<file path="config.mk">
export PLATFORM = sky130hd
export DESIGN_NAME = priority_round_robin_thread_scheduler
export DESIGN_NICKNAME = d
export VERILOG_FILES = /design/src/sv/prrts_pkg.sv /design/src/sv/prrts_front.sv /design/src/sv/prrts_back.sv /design/src/sv/priority_round_robin_thread_scheduler.sv
export SDC_FILE = /design/constraint.sdc
export NUM_CORES = 1
export LEC_CHECK = 0
export BUFFER_PORTS_ARGS = -buffer_cell sky130_fd_sc_hd__buf_2
export CAP_MARGIN = 10
export CORE_MARGIN = 4
export CORE_UTILIZATION = 45
export DETAILED_ROUTE_END_ITERATION = 7
export GPL_TIMING_DRIVEN = 0
export PLACE_DENSITY_LB_ADDON = 0.2
export SYNTH_ARGS = -nofsm -noshare
export SYNTH_HDL_FRONTEND = slang
export SYNTH_SLANG_ARGS = --single-unit
</file>
<file path="constraint.sdc">
create_clock -name clk -period 5.4 [get_ports clk]
set_input_delay 1.08 -clock clk [delete_from_list [all_inputs] [get_ports clk]]
set_output_delay 1.08 -clock clk [all_outputs]
set_load 0.03 [all_outputs]
</file>
<file path="src/sv/prrts_pkg.sv">
package prrts_pkg;

  // default table depth
  localparam int MAX_THREADS_DEF = 16;

  // priority code that create refuses besides zero
  localparam logic [7:0] PRIO_MAX = 8'hFF;

  // wait marks
  localparam logic [1:0] WAIT_NONE = 2'd0;
  localparam logic [1:0] WAIT_ON   = 2'd1;
  localparam logic [1:0] WAIT_HELD = 2'd2;

  // request codes as they arrive on req_type
  localparam logic [2:0] REQ_CREATE    = 3'd0;
  localparam logic [2:0] REQ_SUSPEND   = 3'd1;
  localparam logic [2:0] REQ_UNSUSPEND = 3'd2;
  localparam logic [2:0] REQ_SLEEP     = 3'd3;
  localparam logic [2:0] REQ_TICK      = 3'd4;
  localparam logic [2:0] REQ_SCHED     = 3'd5;

  typedef enum logic [2:0] {
    OP_CREATE,
    OP_SUSPEND,
    OP_UNSUSPEND,
    OP_SLEEP,
    OP_TICK,
    OP_SCHED,
    OP_BAD
  } op_t;

  typedef enum logic [2:0] {
    B_IDLE,
    B_UNS_CUR,
    B_UNS_EV,
    B_TICK_CUR,
    B_TICK_SCAN,
    B_SCH_MAX,
    B_SCH_ROT
  } bstate_t;

  // classified request held between front and back
  typedef struct packed {
    op_t         op;
    logic [4:0]  tid;
    logic [7:0]  prio;
    logic [15:0] ticks;
    logic        atomic;
    logic        prio_bad;
  } cmd_t;

  // one result transaction
  typedef struct packed {
    logic       status;
    logic [4:0] id;
    logic       yreq;
    logic       woke;
  } res_t;

endpackage

</file>
<file path="src/sv/prrts_front.sv">
module prrts_front (
  input  logic             clk,
  input  logic             rst,
  input  logic             push,
  output logic             full,
  input  logic [2:0]       req_type,
  input  logic [4:0]       target_id,
  input  logic [7:0]       prio_in,
  input  logic [15:0]      sleep_ticks,
  input  logic             atomic_now,
  output logic             q_valid,
  output prrts_pkg::cmd_t  q_cmd,
  input  logic             q_take
);

  prrts_pkg::cmd_t cmd_in;
  prrts_pkg::cmd_t fifo [2];
  logic            wr_ptr;
  logic            rd_ptr;
  logic [1:0]      fcount;
  logic            do_push;

  // classify the request
  always_comb begin
    cmd_in.tid      = target_id;
    cmd_in.prio     = prio_in;
    cmd_in.ticks    = sleep_ticks;
    cmd_in.atomic   = atomic_now;
    cmd_in.prio_bad = (prio_in == 8'd0) || (prio_in == prrts_pkg::PRIO_MAX);
    case (req_type)
      prrts_pkg::REQ_CREATE:    cmd_in.op = prrts_pkg::OP_CREATE;
      prrts_pkg::REQ_SUSPEND:   cmd_in.op = prrts_pkg::OP_SUSPEND;
      prrts_pkg::REQ_UNSUSPEND: cmd_in.op = prrts_pkg::OP_UNSUSPEND;
      prrts_pkg::REQ_SLEEP:     cmd_in.op = prrts_pkg::OP_SLEEP;
      prrts_pkg::REQ_TICK:      cmd_in.op = prrts_pkg::OP_TICK;
      prrts_pkg::REQ_SCHED:     cmd_in.op = prrts_pkg::OP_SCHED;
      default:                  cmd_in.op = prrts_pkg::OP_BAD;
    endcase
  end

  assign full    = (fcount == 2'd2);
  assign do_push = push && !full;
  assign q_valid = (fcount != 2'd0);
  assign q_cmd   = fifo[rd_ptr];

  // two-entry command queue
  always_ff @(posedge clk) begin
    if (do_push) begin
      fifo[wr_ptr] <= cmd_in;
    end
    if (rst) begin
      wr_ptr <= 1'b0;
      rd_ptr <= 1'b0;
      fcount <= 2'd0;
    end else begin
      if (do_push) wr_ptr <= !wr_ptr;
      if (q_take)  rd_ptr <= !rd_ptr;
      case ({do_push, q_take})
        2'b10:   fcount <= fcount + 2'd1;
        2'b01:   fcount <= fcount - 2'd1;
        default: fcount <= fcount;
      endcase
    end
  end

endmodule

</file>
<file path="src/sv/prrts_back.sv">
module prrts_back #(
  parameter int MAX_THREADS = prrts_pkg::MAX_THREADS_DEF
) (
  input  logic             clk,
  input  logic             rst,
  input  logic             q_valid,
  input  prrts_pkg::cmd_t  q_cmd,
  output logic             q_take,
  input  logic             res_full,
  output logic             res_valid,
  output prrts_pkg::res_t  res
);

  localparam int CW = $clog2(MAX_THREADS + 1);
  localparam int SW = (MAX_THREADS > 1) ? $clog2(MAX_THREADS) : 1;
  localparam int TW = (CW > 5) ? CW : 5;

  prrts_pkg::bstate_t state, state_next;

  // thread table
  logic [MAX_THREADS-1:0] ready;
  logic [MAX_THREADS-1:0] lrm;
  logic [1:0]             wm [MAX_THREADS];
  logic [7:0]             prio_mem [MAX_THREADS];
  logic [15:0]            wake_mem [MAX_THREADS];
  logic [15:0]            tick;
  logic [CW-1:0]          count;
  logic [CW-1:0]          cur;
  logic                   running;

  // working registers
  prrts_pkg::cmd_t cmd;
  logic [SW-1:0]   rd_addr;
  logic [7:0]      rd_prio;
  logic [15:0]     rd_wake;
  logic [CW-1:0]   idx;
  logic            ev_vld;
  logic [SW-1:0]   ev_idx;
  logic [7:0]      cur_prio;
  logic [7:0]      maxp;
  logic [SW-1:0]   first;
  logic            have;
  logic [SW-1:0]   cand;
  logic            cand_v;
  logic            yreq;
  logic            woke;

  // shared decode
  logic [TW-1:0] cnt_w;
  logic [CW-1:0] sus_id;
  logic          sus_ok, uns_ok, slp_ok, crt_ok, cur_ok;
  logic [SW-1:0] cur_slot, chosen;
  logic [16:0]   wake_sum;
  logic [15:0]   tick_inc;
  logic          issue, scan_end, in_scan, start;

  assign cnt_w    = TW'(count);
  assign cur_ok   = (cur != '0) && (cur <= count);
  assign cur_slot = SW'(cur - CW'(1));
  assign chosen   = (have && cand_v) ? cand : first;
  assign wake_sum = {1'b0, tick} + {1'b0, q_cmd.ticks};
  assign tick_inc = tick + 16'd1;
  assign in_scan  = (state == prrts_pkg::B_TICK_SCAN) || (state == prrts_pkg::B_SCH_MAX) ||
                    (state == prrts_pkg::B_SCH_ROT);
  assign issue    = in_scan && (idx < count);
  assign scan_end = (idx >= count) && !ev_vld;
  assign start    = q_take;

  // checks on the request at the head of the queue
  always_comb begin
    logic [TW-1:0] qt;
    qt     = TW'(q_cmd.tid);
    sus_id = (q_cmd.tid == 5'd0) ? cur : CW'(q_cmd.tid);
    sus_ok = (qt <= cnt_w) && (sus_id != '0) && (sus_id <= count);
    uns_ok = (q_cmd.tid != 5'd0) && (qt <= cnt_w);
    slp_ok = running && cur_ok;
    crt_ok = !q_cmd.prio_bad && !running && (count < CW'(MAX_THREADS));
  end

  always_ff @(posedge clk) begin
    if (rst) state <= prrts_pkg::B_IDLE;
    else     state <= state_next;
  end

  // sequencer: next state, read address, result
  always_comb begin
    state_next = state;
    q_take     = 1'b0;
    res_valid  = 1'b0;
    res        = '0;
    rd_addr    = SW'(idx);
    case (state)
      prrts_pkg::B_IDLE: begin
        rd_addr = cur_slot;
        if (q_valid && !res_full) begin
          q_take = 1'b1;
          case (q_cmd.op)
            prrts_pkg::OP_CREATE: begin
              res_valid  = 1'b1;
              res.status = !crt_ok;
              res.id     = crt_ok ? 5'(count + CW'(1)) : 5'd0;
            end
            prrts_pkg::OP_SUSPEND: begin
              res_valid  = 1'b1;
              res.status = !sus_ok;
              res.yreq   = sus_ok && (sus_id == cur) && !q_cmd.atomic && running;
            end
            prrts_pkg::OP_UNSUSPEND: begin
              if (uns_ok) begin
                state_next = prrts_pkg::B_UNS_CUR;
              end else begin
                res_valid  = 1'b1;
                res.status = 1'b1;
              end
            end
            prrts_pkg::OP_SLEEP: begin
              res_valid  = 1'b1;
              res.status = !slp_ok;
              res.yreq   = slp_ok;
            end
            prrts_pkg::OP_TICK: begin
              if (running) state_next = prrts_pkg::B_TICK_CUR;
              else         res_valid  = 1'b1;
            end
            prrts_pkg::OP_SCHED: begin
              state_next = prrts_pkg::B_SCH_MAX;
            end
            default: begin
              res_valid  = 1'b1;
              res.status = 1'b1;
            end
          endcase
        end
      end
      prrts_pkg::B_UNS_CUR: begin
        rd_addr    = SW'(cmd.tid - 5'd1);
        state_next = prrts_pkg::B_UNS_EV;
      end
      prrts_pkg::B_UNS_EV: begin
        res_valid  = 1'b1;
        res.yreq   = running && !cmd.atomic && (rd_prio > cur_prio);
        state_next = prrts_pkg::B_IDLE;
      end
      prrts_pkg::B_TICK_CUR: begin
        state_next = prrts_pkg::B_TICK_SCAN;
      end
      prrts_pkg::B_TICK_SCAN: begin
        if (scan_end) begin
          res_valid  = 1'b1;
          res.yreq   = yreq;
          res.woke   = woke;
          state_next = prrts_pkg::B_IDLE;
        end
      end
      prrts_pkg::B_SCH_MAX: begin
        if (scan_end) begin
          if (maxp == 8'd0) begin
            res_valid  = 1'b1;
            state_next = prrts_pkg::B_IDLE;
          end else begin
            state_next = prrts_pkg::B_SCH_ROT;
          end
        end
      end
      prrts_pkg::B_SCH_ROT: begin
        if (scan_end) begin
          res_valid  = 1'b1;
          res.id     = 5'({1'b0, chosen} + (SW + 1)'(1));
          state_next = prrts_pkg::B_IDLE;
        end
      end
      default: state_next = prrts_pkg::B_IDLE;
    endcase
  end

  // priority and wake time stores, one read port
  always_ff @(posedge clk) begin
    rd_prio <= prio_mem[rd_addr];
    rd_wake <= wake_mem[rd_addr];
    if (start && (q_cmd.op == prrts_pkg::OP_CREATE) && crt_ok) begin
      prio_mem[SW'(count)] <= q_cmd.prio;
      wake_mem[SW'(count)] <= 16'd0;
    end else if (start && (q_cmd.op == prrts_pkg::OP_SLEEP) && slp_ok) begin
      wake_mem[cur_slot] <= wake_sum[15:0];
    end
  end

  // scan pipeline and scratch registers
  always_ff @(posedge clk) begin
    ev_idx <= SW'(idx);
    if (start) begin
      cmd    <= q_cmd;
      maxp   <= 8'd0;
      first  <= '0;
      yreq   <= 1'b0;
      woke   <= 1'b0;
      have   <= 1'b0;
      cand_v <= 1'b0;
    end
    if ((state == prrts_pkg::B_UNS_CUR) || (state == prrts_pkg::B_TICK_CUR)) begin
      cur_prio <= cur_ok ? rd_prio : 8'd0;
    end
    if (ev_vld) begin
      case (state)
        prrts_pkg::B_TICK_SCAN: begin
          if ((wm[ev_idx] == prrts_pkg::WAIT_ON) && (rd_wake <= tick)) begin
            woke <= 1'b1;
            if (!cmd.atomic && (rd_prio > cur_prio)) yreq <= 1'b1;
          end
        end
        prrts_pkg::B_SCH_MAX: begin
          if (ready[ev_idx] && (rd_prio > maxp)) begin
            maxp  <= rd_prio;
            first <= ev_idx;
          end
        end
        prrts_pkg::B_SCH_ROT: begin
          if (ready[ev_idx] && (rd_prio == maxp)) begin
            if (lrm[ev_idx]) begin
              have   <= 1'b1;
              cand_v <= 1'b0;
            end else if (have && !cand_v) begin
              cand   <= ev_idx;
              cand_v <= 1'b1;
            end
          end
        end
        default: ;
      endcase
    end
    if (rst) begin
      idx    <= '0;
      ev_vld <= 1'b0;
    end else begin
      ev_vld <= issue;
      if (issue)         idx <= idx + CW'(1);
      else if (scan_end) idx <= '0;
      if (start)         idx <= '0;
    end
  end

  // thread table updates
  always_ff @(posedge clk) begin
    if (rst) begin
      ready   <= '0;
      lrm     <= '0;
      for (int i = 0; i < MAX_THREADS; i++) wm[i] <= prrts_pkg::WAIT_NONE;
      tick    <= 16'd0;
      count   <= '0;
      cur     <= '0;
      running <= 1'b0;
    end else begin
      if (start) begin
        case (q_cmd.op)
          prrts_pkg::OP_CREATE: begin
            if (crt_ok) begin
              ready[SW'(count)] <= 1'b1;
              lrm[SW'(count)]   <= 1'b0;
              wm[SW'(count)]    <= prrts_pkg::WAIT_NONE;
              count             <= count + CW'(1);
            end
          end
          prrts_pkg::OP_SUSPEND: begin
            if (sus_ok) ready[SW'(sus_id - CW'(1))] <= 1'b0;
          end
          prrts_pkg::OP_SLEEP: begin
            if (slp_ok) begin
              ready[cur_slot] <= 1'b0;
              wm[cur_slot]    <= wake_sum[16] ? prrts_pkg::WAIT_HELD : prrts_pkg::WAIT_ON;
            end
          end
          prrts_pkg::OP_TICK: begin
            if (running) begin
              tick <= tick_inc;
              // tick wrap releases held sleepers
              if (tick_inc == 16'd0) begin
                for (int i = 0; i < MAX_THREADS; i++) begin
                  if ((CW'(i) < count) && (wm[i] == prrts_pkg::WAIT_HELD)) begin
                    wm[i] <= prrts_pkg::WAIT_ON;
                  end
                end
              end
            end
          end
          prrts_pkg::OP_SCHED: running <= 1'b1;
          default: ;
        endcase
      end
      // unsuspend completes
      if (state == prrts_pkg::B_UNS_EV) begin
        ready[SW'(cmd.tid - 5'd1)] <= 1'b1;
      end
      // woken sleeper
      if (ev_vld && (state == prrts_pkg::B_TICK_SCAN) &&
          (wm[ev_idx] == prrts_pkg::WAIT_ON) && (rd_wake <= tick)) begin
        ready[ev_idx] <= 1'b1;
      end
      // clear last-run marks at the chosen priority
      if (ev_vld && (state == prrts_pkg::B_SCH_ROT) && (rd_prio == maxp)) begin
        lrm[ev_idx] <= 1'b0;
      end
      if ((state == prrts_pkg::B_SCH_MAX) && scan_end && (maxp == 8'd0)) begin
        cur <= '0;
      end
      if ((state == prrts_pkg::B_SCH_ROT) && scan_end) begin
        lrm[chosen] <= 1'b1;
        wm[chosen]  <= prrts_pkg::WAIT_NONE;
        cur         <= CW'({1'b0, chosen} + (SW + 1)'(1));
      end
    end
  end

endmodule

</file>
<file path="src/sv/priority_round_robin_thread_scheduler.sv">
// Channel   Handshake              Payload
// request   push / full            req_type target_id prio_in sleep_ticks atomic_now
// result    empty / pop            status id_out yield_request woke_any
//
// Create, suspend, sleep and refused requests finish in the back end's idle state; unsuspend
// goes on through B_UNS_CUR and B_UNS_EV. A running tick scans the table once and schedule twice,
// all through the one read port of the priority and wake time stores (one entry per cycle).
// A two-entry request queue and a one-entry result register decouple both sides.
// The back end starts a request only while the result register is free.
// Reset (rst, synchronous) clears the table flags, counters and both queues.
module priority_round_robin_thread_scheduler #(
  parameter int MAX_THREADS = prrts_pkg::MAX_THREADS_DEF
) (
  input  logic        clk,
  input  logic        rst,
  input  logic        push,
  output logic        full,
  input  logic [2:0]  req_type,
  input  logic [4:0]  target_id,
  input  logic [7:0]  prio_in,
  input  logic [15:0] sleep_ticks,
  input  logic        atomic_now,
  output logic        empty,
  input  logic        pop,
  output logic        status,
  output logic [4:0]  id_out,
  output logic        yield_request,
  output logic        woke_any
);

  logic            q_valid;
  prrts_pkg::cmd_t q_cmd;
  logic            q_take;
  logic            res_valid;
  prrts_pkg::res_t res;
  logic            out_valid;
  prrts_pkg::res_t out_res;

  prrts_front u_front (
    .clk         (clk),
    .rst         (rst),
    .push        (push),
    .full        (full),
    .req_type    (req_type),
    .target_id   (target_id),
    .prio_in     (prio_in),
    .sleep_ticks (sleep_ticks),
    .atomic_now  (atomic_now),
    .q_valid     (q_valid),
    .q_cmd       (q_cmd),
    .q_take      (q_take)
  );

  prrts_back #(
    .MAX_THREADS (MAX_THREADS)
  ) u_back (
    .clk       (clk),
    .rst       (rst),
    .q_valid   (q_valid),
    .q_cmd     (q_cmd),
    .q_take    (q_take),
    .res_full  (out_valid),
    .res_valid (res_valid),
    .res       (res)
  );

  // result register
  always_ff @(posedge clk) begin
    if (res_valid) out_res <= res;
    if (rst) begin
      out_valid <= 1'b0;
    end else if (res_valid) begin
      out_valid <= 1'b1;
    end else if (pop) begin
      out_valid <= 1'b0;
    end
  end

  assign empty         = !out_valid;
  assign status        = out_res.status;
  assign id_out        = out_res.id;
  assign yield_request = out_res.yreq;
  assign woke_any      = out_res.woke;

`ifndef SYNTHESIS
  // back end never overwrites a waiting result
  a_no_overwrite: assert property (@(posedge clk) disable iff (rst)
    res_valid |-> !out_valid) else $error("result overwritten");

  // a refused transaction carries no id and no wake report
  a_err_clean: assert property (@(posedge clk) disable iff (rst)
    (!empty && status) |-> (id_out == 5'd0 && !woke_any)) else $error("dirty error result");

  // popped result leaves the register empty when nothing new finishes
  a_pop_empties: assert property (@(posedge clk) disable iff (rst)
    (pop && !empty && !res_valid) |=> empty) else $error("pop did not drain");
`endif

endmodule

</file>
==> metrics.csv, run 1 <==
metric,value,unit
ys_types,95,
cp-end-kind,register,
clkSinkCount,627,
gp_congestion,0.972,
core_area,63100,µm²
cts_tree,done,
ys_seq_elements,627,
netlist_area,28600,µm²
portBuffers,46,
clockBufferDepth,3,
crit_path_top_delay_cell,mux2i_2,
max_stage_delay,0.71,ns
root_buffer,clkbuf_16,
cts.clk_slew.worst_paths,0.06,ns
htreeDepth,3,
worst-setup-path-type,register to register,
grt_remaining_overflow,0,
synth_top_cell_area_share,53.4,%
worstHoldPathType,register to register,
max_cap_violations,0,
powerDensity,394,nW/µm²
startpoint_type,register,
io_pins,47,
async_flop_share,0,%
drt-pass1-iter-count,7,
drive_gt1_share,16.8,%
cts_setup_buffers,0,
num_vias,19200,
final_max_slew_viol_count,0,
rrSetupSlack,0.36,ns
cp-endpoint,u_back.rd_wake[1],
worstReg2RegEnd,u_back.rd_wake[1],
cp_num_buf_inv,4,
setup_viol_count_final,0,
netlist_instances,2098,
synth_edf_count,509,
reg2regPathDepth,10,
r2r-start,u_back.cur[0],
clkLatencyLatePin,0.61,ns
viasPerCell,6.13,
cp_top_family,buffers and inverters,
worstPathRequired,5.85,ns
tns,0,ns
hold_viol,0,
hold_slack,0.411,ns
dpl.hpwl,60100,µm
grt_setup_unrepaired,false,
grt_max_degree,19,
drt-initial-drc-count,1930,
first_global_vias,19100,
postSynthAreaPerCell,13.7,µm²
die_w,260,µm
grt_pass1_wl,122000,µm
tightestPinTransition,1.31,ns
synth-main-ff-cell,edfxtp_1,
max_freq,199,MHz
cts_made_buffers,69,
crit_fanout,10,
drc,0,
drtAntennaViolNets,0,
worst_path_most_repeated_cell,clkbuf_1,
layout_min_cycle_time,5.04,ns
slew_headroom,10.3,%
wl_per_cell,26.2,µm
grtUsageTotal,24.2,%
synth_top_area_cell,edfxtp_1,
dieHeight,260,µm
nets,2364,
yosysSeqAreaShare,61.6,%
peakVddDrop,0.272,mV
ys_warn_count,0,
crit_cells,10,
synthToLayoutAreaGrowth,13.7,%
startpoint,u_back.cur[0],
fp-row-count,92,
finClkSkew,0.0179,ns
routed_wl,82300,µm
status,finished clean,
grt_antenna_before_repair,3,
synth_fp_nets,2225,
die_area,67800,µm²
period_share,93.2,%
cp_cell_sequence,clkbuf_1 > inv_1 > ha_1 > mux2i_1 > mux2i_2 > clkbuf_1 > clkbuf_1 > mux4_2 > nand2_1 > a31oi_1,
cp.arrival,5.48,ns
power_leakage,10.2,nW
synth_area_leaders,"edfxtp_1 (53%), mux4_2 (8.3%), dfxtp_1 (8.2%), ha_1 (3.9%), nand2_1 (2.1%)",
start_util,45.4,%
-- stage by stage --
| step | util, % | instances | area (µm²) | total power [mW] | setup WS, ns |
|---|---|---|---|---|---|
| after floorplan | - | 2098 | 28600 | 7.37 | 1.60 |
| final | 51.6 | 3137 | 32600 | 12.8 | 0.365 |
| after detailed placement | 48.1 | 3012 | 30400 | 8.31 | 0.149 |
| after global placement | 47.5 | 2990 | 29900 | 8.23 | -0.0196 |
| after CTS | 51.6 | 3136 | 32600 | 12.9 | 0.123 |
| after global routing | 51.6 | 3136 | 32600 | 13.3 | 0.237 |
-- how the worst min path moves through the flow --
stage | from | to | cells past startpoint
final | u_back.idx[0] | u_back.ev_idx[0] | 0
after global routing | u_back.idx[0] | u_back.ev_idx[0] | 0
after CTS | u_back.idx[0] | u_back.ev_idx[0] | 0
after detailed placement | u_back.idx[0] | u_back.ev_idx[0] | 0
after global placement | u_back.idx[0] | u_back.ev_idx[0] | 0
after floorplan | u_back.idx[0] | u_back.ev_idx[0] | 0
-- what timing repair did --
item                                    in CTS  in global routing
resized for setup                            0                  2
endpoints found under the setup margin       0                 19
hold buffers                                 0                  0
-- synthesized netlist by cell type (21+ instances only) --
cell type,instances
edfxtp_1,509
nand2_1,163
nor2_1,148
dfxtp_1,118
mux4_2,106
a21oi_1,92
ha_1,89
o21ai_0,74
inv_1,73
clkbuf_1,69
a31oi_1,51
nor3_1,45
nand3_1,40
mux2_2,38
xnor2_1,36
and2_1,31
a211oi_1,29
mux2i_1,23
nand2b_1,22
nand4_1,21
-- registers in the layout, summed over array words and instances, names as in the netlist, 2 cells and up, named ones only --
register,count
u_front.fcount,2
u_back.wake_mem,256
u_back.state,3
u_back.cur_prio,8
u_back.cmd,5
u_back.lrm,16
u_back.prio_mem,128
u_back.cnt_w,5
u_back.cand,4
u_back.ready,16
u_back.rd_wake,16
u_back.first,4
id_out,5
u_back.tick,16
u_back.idx,5
u_back.cur,5
u_front.fifo,68
u_back.wm,32
u_back.maxp,8
u_back.rd_prio,8
u_back.ev_idx,4
-- cell type report --
cell class / count / area (µm²)
diodes: 1 / 2.50
plain buffers: 93 / 402
clock buffers: 89 / 1840
clock inverters: 35 / 342
fillers: 5459 / 30500
inverters: 75 / 287
multi-input cells: 1302 / 10400
flip-flops and latches: 627 / 17600
well taps: 846 / 1060
repair buffers: 69 / 586
-- where the power goes --
group	switching, mW	total (mW)	internal, mW
clock network	1.96	4.59	2.63
logic	1.71	2.55	0.840
registers	0.139	5.68	5.54
total	3.81	12.8	9.01
-- cells in the final DEF (no fill, tap or decap), types with 73 or more instances in the layout --
cell type,count
clkbuf_1,85
mux4_2,106
dfxtp_1,118
ha_1,89
nand2_1,163
nor2_1,130
a21oi_1,92
inv_1,73
o21ai_0,74
edfxtp_1,509
-- per-layer routing --
metal  vias to the layer above  share of wire, %  track usage, %
li1                       8449                 -               -
met1                      9804                42            33.2
met2                       831                49            40.1
met3                       131               7.1            3.87
met4                         2               2.6            7.34
met5                         -             0.018               0
-- cells by family after synthesis --
group | synth area share [%]
flip-flops | 61.6
multiplexers | 10.7
XOR/XNOR | 1.53
AO/OA/AOI/OAI | 9.97
buffers and inverters | 2.42
AND/OR/NAND/NOR | 9.80
adder cells (fa/ha/maj) | 3.96
Note: power is estimated with default switching activity, not from simulation.
==> inputs of run 2 (changes only) <==
--- a/config.mk
+++ b/config.mk
@@ -14,4 +14,5 @@
 export PLACE_DENSITY_LB_ADDON = 0.2
 export SYNTH_ARGS = -nofsm -noshare
 export SYNTH_HDL_FRONTEND = slang
+export SYNTH_HIERARCHICAL = 1
 export SYNTH_SLANG_ARGS = --single-unit
==> metrics.csv, run 2 <==
metric,value,unit,change
status,finished clean,,
synthToLayoutAreaGrowth,13.7,%,about the same
core_area,62200,µm²,-1.4%
drtAntennaViolNets,0,,unchanged
synth-main-ff-cell,edfxtp_1,,
hold_buffers,0,,unchanged
cp_top_family,buffers and inverters,,
ys_seq_elements,627,,unchanged
peakVddDrop,0.333,mV,+22%
final_max_slew_viol_count,0,,unchanged
crit_fanout,10,,unchanged
tightestPinTransition,1.29,ns,-0.0159 ns
drt-initial-drc-count,1876,,-2.8%
drive_gt1_share,16.3,%,-0.46 points
die_area,67300,µm²,-0.69%
max_cap_violations,0,,unchanged
netlist_area,28400,µm²,-0.72%
clkLatencyLatePin,0.63,ns,+0.02 ns
worst-setup-path-type,register to register,,
synth_area_leaders,"edfxtp_1 (54%), mux4_2 (8.5%), dfxtp_1 (8.3%), ha_1 (3.9%), nand2_1 (2.4%)",,
nets,2368,,+0.17%
grt_setup_unrepaired,false,,
synth_top_cell_area_share,53.7,%,+0.38 points
hold_slack,0.429,ns,+0.0181 ns
dp.cells,3008,,-0.13%
period_share,95.7,%,+2.4 points
final_cell_mix,"edfxtp_1 (509), nand2_1 (181), nor2_1 (161)",,
largest_reg_flops,256,,unchanged
netlist_instances,2104,,+0.29%
grtUsageTotal,24.1,%,-0.13 points
cts_setup_buffers,0,,unchanged
cts.clk_slew.worst_paths,0.06,ns,about the same
fp-row-count,91,,-1.1%
routed_wl,80900,µm,-1.7%
setup_viol_count_final,0,,unchanged
rrSetupSlack,0.23,ns,-0.13 ns
multiInputGateArea,10100,µm²,-2.7%
finClkSkew,0.0309,ns,+0.0130 ns
fin_cells,3130,,-0.22%
placed_area,30100,µm²,-0.96%
first_global_vias,18900,,-0.65%
startpoint_type,register,,
grt_pass1_wl,121000,µm,-0.90%
postSynthAreaPerCell,13.5,µm²,-1.0%
die_w,259,µm,-0.35%
portBuffers,46,,unchanged
worstHoldPathType,register to register,,
gp_congestion,0.955,,-1.8%
grt_max_degree,23,,+4
synth_edf_count,509,,unchanged
drt-pass1-iter-count,8,,+1
yosysSeqAreaShare,62.0,%,+0.44 points
hold_viol,0,,unchanged
cp-end-kind,register,,
power_leakage,10.7,nW,+4.7%
grt_antenna_before_repair,0,,-3
viasPerCell,6.05,,-1.2%
grt_remaining_overflow,0,,unchanged
fin_area,32300,µm²,-0.66%
dpl.hpwl,58900,µm,-2.0%
cts_made_buffers,67,,-2.9%
synth_most_common_cell,edfxtp_1,,
ys_warn_count,6,,+6
synth_fp_nets,2231,,+0.27%
dp_slack,0.231,ns,+0.0816 ns
reg_top3,"u_back/wake_mem (256), u_back/prio_mem (128), u_front/fifo (68)",,
cp_cell_sequence,clkbuf_1 > clkinv_1 > ha_1 > and3_1 > o21ai_0 > a31oi_2 > clkbuf_1 > nand2_1 > nor3b_1 > a21oi_1 > o31ai_1 > nand2_1 > o211ai_1,,
ys_types,84,,-12%
worstPathRequired,5.70,ns,-0.15 ns
fin_ws,0.234,ns,-0.131 ns
clockBufferDepth,3,,unchanged
htreeDepth,3,,unchanged
cp_num_buf_inv,3,,-1
max_stage_delay,0.92,ns,+0.21 ns
clkSinkCount,627,,unchanged
register_area,17600,µm²,unchanged
async_flop_share,0,%,unchanged
cp.arrival,5.47,ns,about the same
dieHeight,259,µm,-0.35%
io_pins,47,,unchanged
layout.cells.most_common,edfxtp_1,,
synth_common_cells,"edfxtp_1 (509), nand2_1 (181), nor2_1 (177), dfxtp_1 (118), mux4_2 (107)",,
num_vias,18900,,-1.4%
max_freq,194,MHz,-2.5%
cts_tree,done,,
antenna_cells,0,,-1
slew_headroom,13.1,%,+2.8 points
crit_path_top_delay_cell,nor3b_1,,
powerDensity,498,nW/µm²,+27%
drc,0,,unchanged
fill_cells,5265,,-3.6%
synth_top_area_cell,edfxtp_1,,
root_buffer,clkbuf_16,,
top_register,u_back/wake_mem,,
start_util,45.8,%,+0.34 points
wl_per_cell,25.9,µm,-1.5%
layout_min_cycle_time,5.17,ns,+0.131 ns
[run 2: changes by cell type in the layout (fill, tap and decap cells not counted), moves of 7 or more]
cell / change
a2111oi_0: +8
nand2_1: +18
and2_1: +7
a211oi_1: +10
inv_1: +14
o21ai_0: -25
a221o_1: +7
a22o_1: +7
mux2i_1: -8
nand2b_1: -9
nor2_1: +31
a21o_1: +13
[run 2: what timing repair did]
item | CTS | global route
gates resized for setup | 0 | 1
setup endpoints to repair | 0 | 16
endpoints found under the hold margin | 0 | 0
[run 2: area by class of cell]
class / count / share of cell area, %
clock inverters: 36 / 1.34
repair buffers: 68 / 1.69
plain buffers: 95 / 1.19
flip-flops and latches: 627 / 54.6
inverters: 93 / 1.08
multi-input cells: 1289 / 31.3
well taps: 837 / 3.24
clock buffers: 85 / 5.64
[run 2: worst reg2reg max path, cell delays in order, from the launching register on]
cell and delay, ns:
dfxtp_1 0.30, clkbuf_1 0.50, clkinv_1 0.61, ha_1 0.46
and3_1 0.16, o21ai_0 0.15, a31oi_2 0.43, clkbuf_1 0.41
nand2_1 0.14, nor3b_1 0.92, a21oi_1 0.09, o31ai_1 0.27
nand2_1 0.22, o211ai_1 0.20
[run 2: power by group]
| group | switching (mW) | total [mW] | internal, mW | leakage [nW] |
|---|---|---|---|---|
| clock | 1.99 | 4.67 | 2.68 | 1.10 |
| sequential | 0.148 | 5.76 | 5.62 | 5.40 |
| combinational | 3.60 | 5.69 | 2.09 | 4.17 |
| total | 5.74 | 16.1 | 10.4 | 10.7 |
[run 2: through the flow]
step | total power, mW | TNS (ns) | utilization, %
6_report | 16.1 | 0 | 52.0
3_5_place_dp | 11.5 | 0 | 48.4
3_3_place_gp | 11.4 | -31.83 | 47.8
5_1_grt | 16.9 | 0 | 52.0
4_1_cts | 16.2 | 0 | 52.0
2_1_floorplan | 9.54 | 0 | -
[run 2: cells by family after synthesis]
family | count (synthesis) | share of synthesized area [%]
buffers and inverters | 188 | 2.58
multiplexers | 156 | 10.4
flip-flops | 627 | 62.0
AO/OA/AOI/OAI | 395 | 9.42
AND/OR/NAND/NOR | 598 | 10.1
XOR/XNOR | 50 | 1.54
adder cells (fa/ha/maj) | 90 | 3.99
[run 2: final timing paths]
path / startpoint / cells past startpoint / to
hold / removal: u_back/idx[0] / 0 / u_back/ev_idx[0]
setup / recovery: u_back/cnt_w[2] / 13 / u_back/wm[1][0]
setup reg to reg: u_back/cnt_w[2] / 13 / u_back/wm[1][0]
hold reg to reg: u_back/idx[0] / 0 / u_back/ev_idx[0]
[run 2: routing by layer]
| metal | GRT usage, % | up-vias | wire, µm |
|---|---|---|---|
| met3 | 4.25 | 153 | 5570 |
| met5 | 0 | - | 0 |
| met1 | 33.8 | 9645 | 34500 |
| li1 | - | 8370 | - |
| met4 | 7.03 | 0 | 2250 |
| met2 | 38.9 | 779 | 38600 |
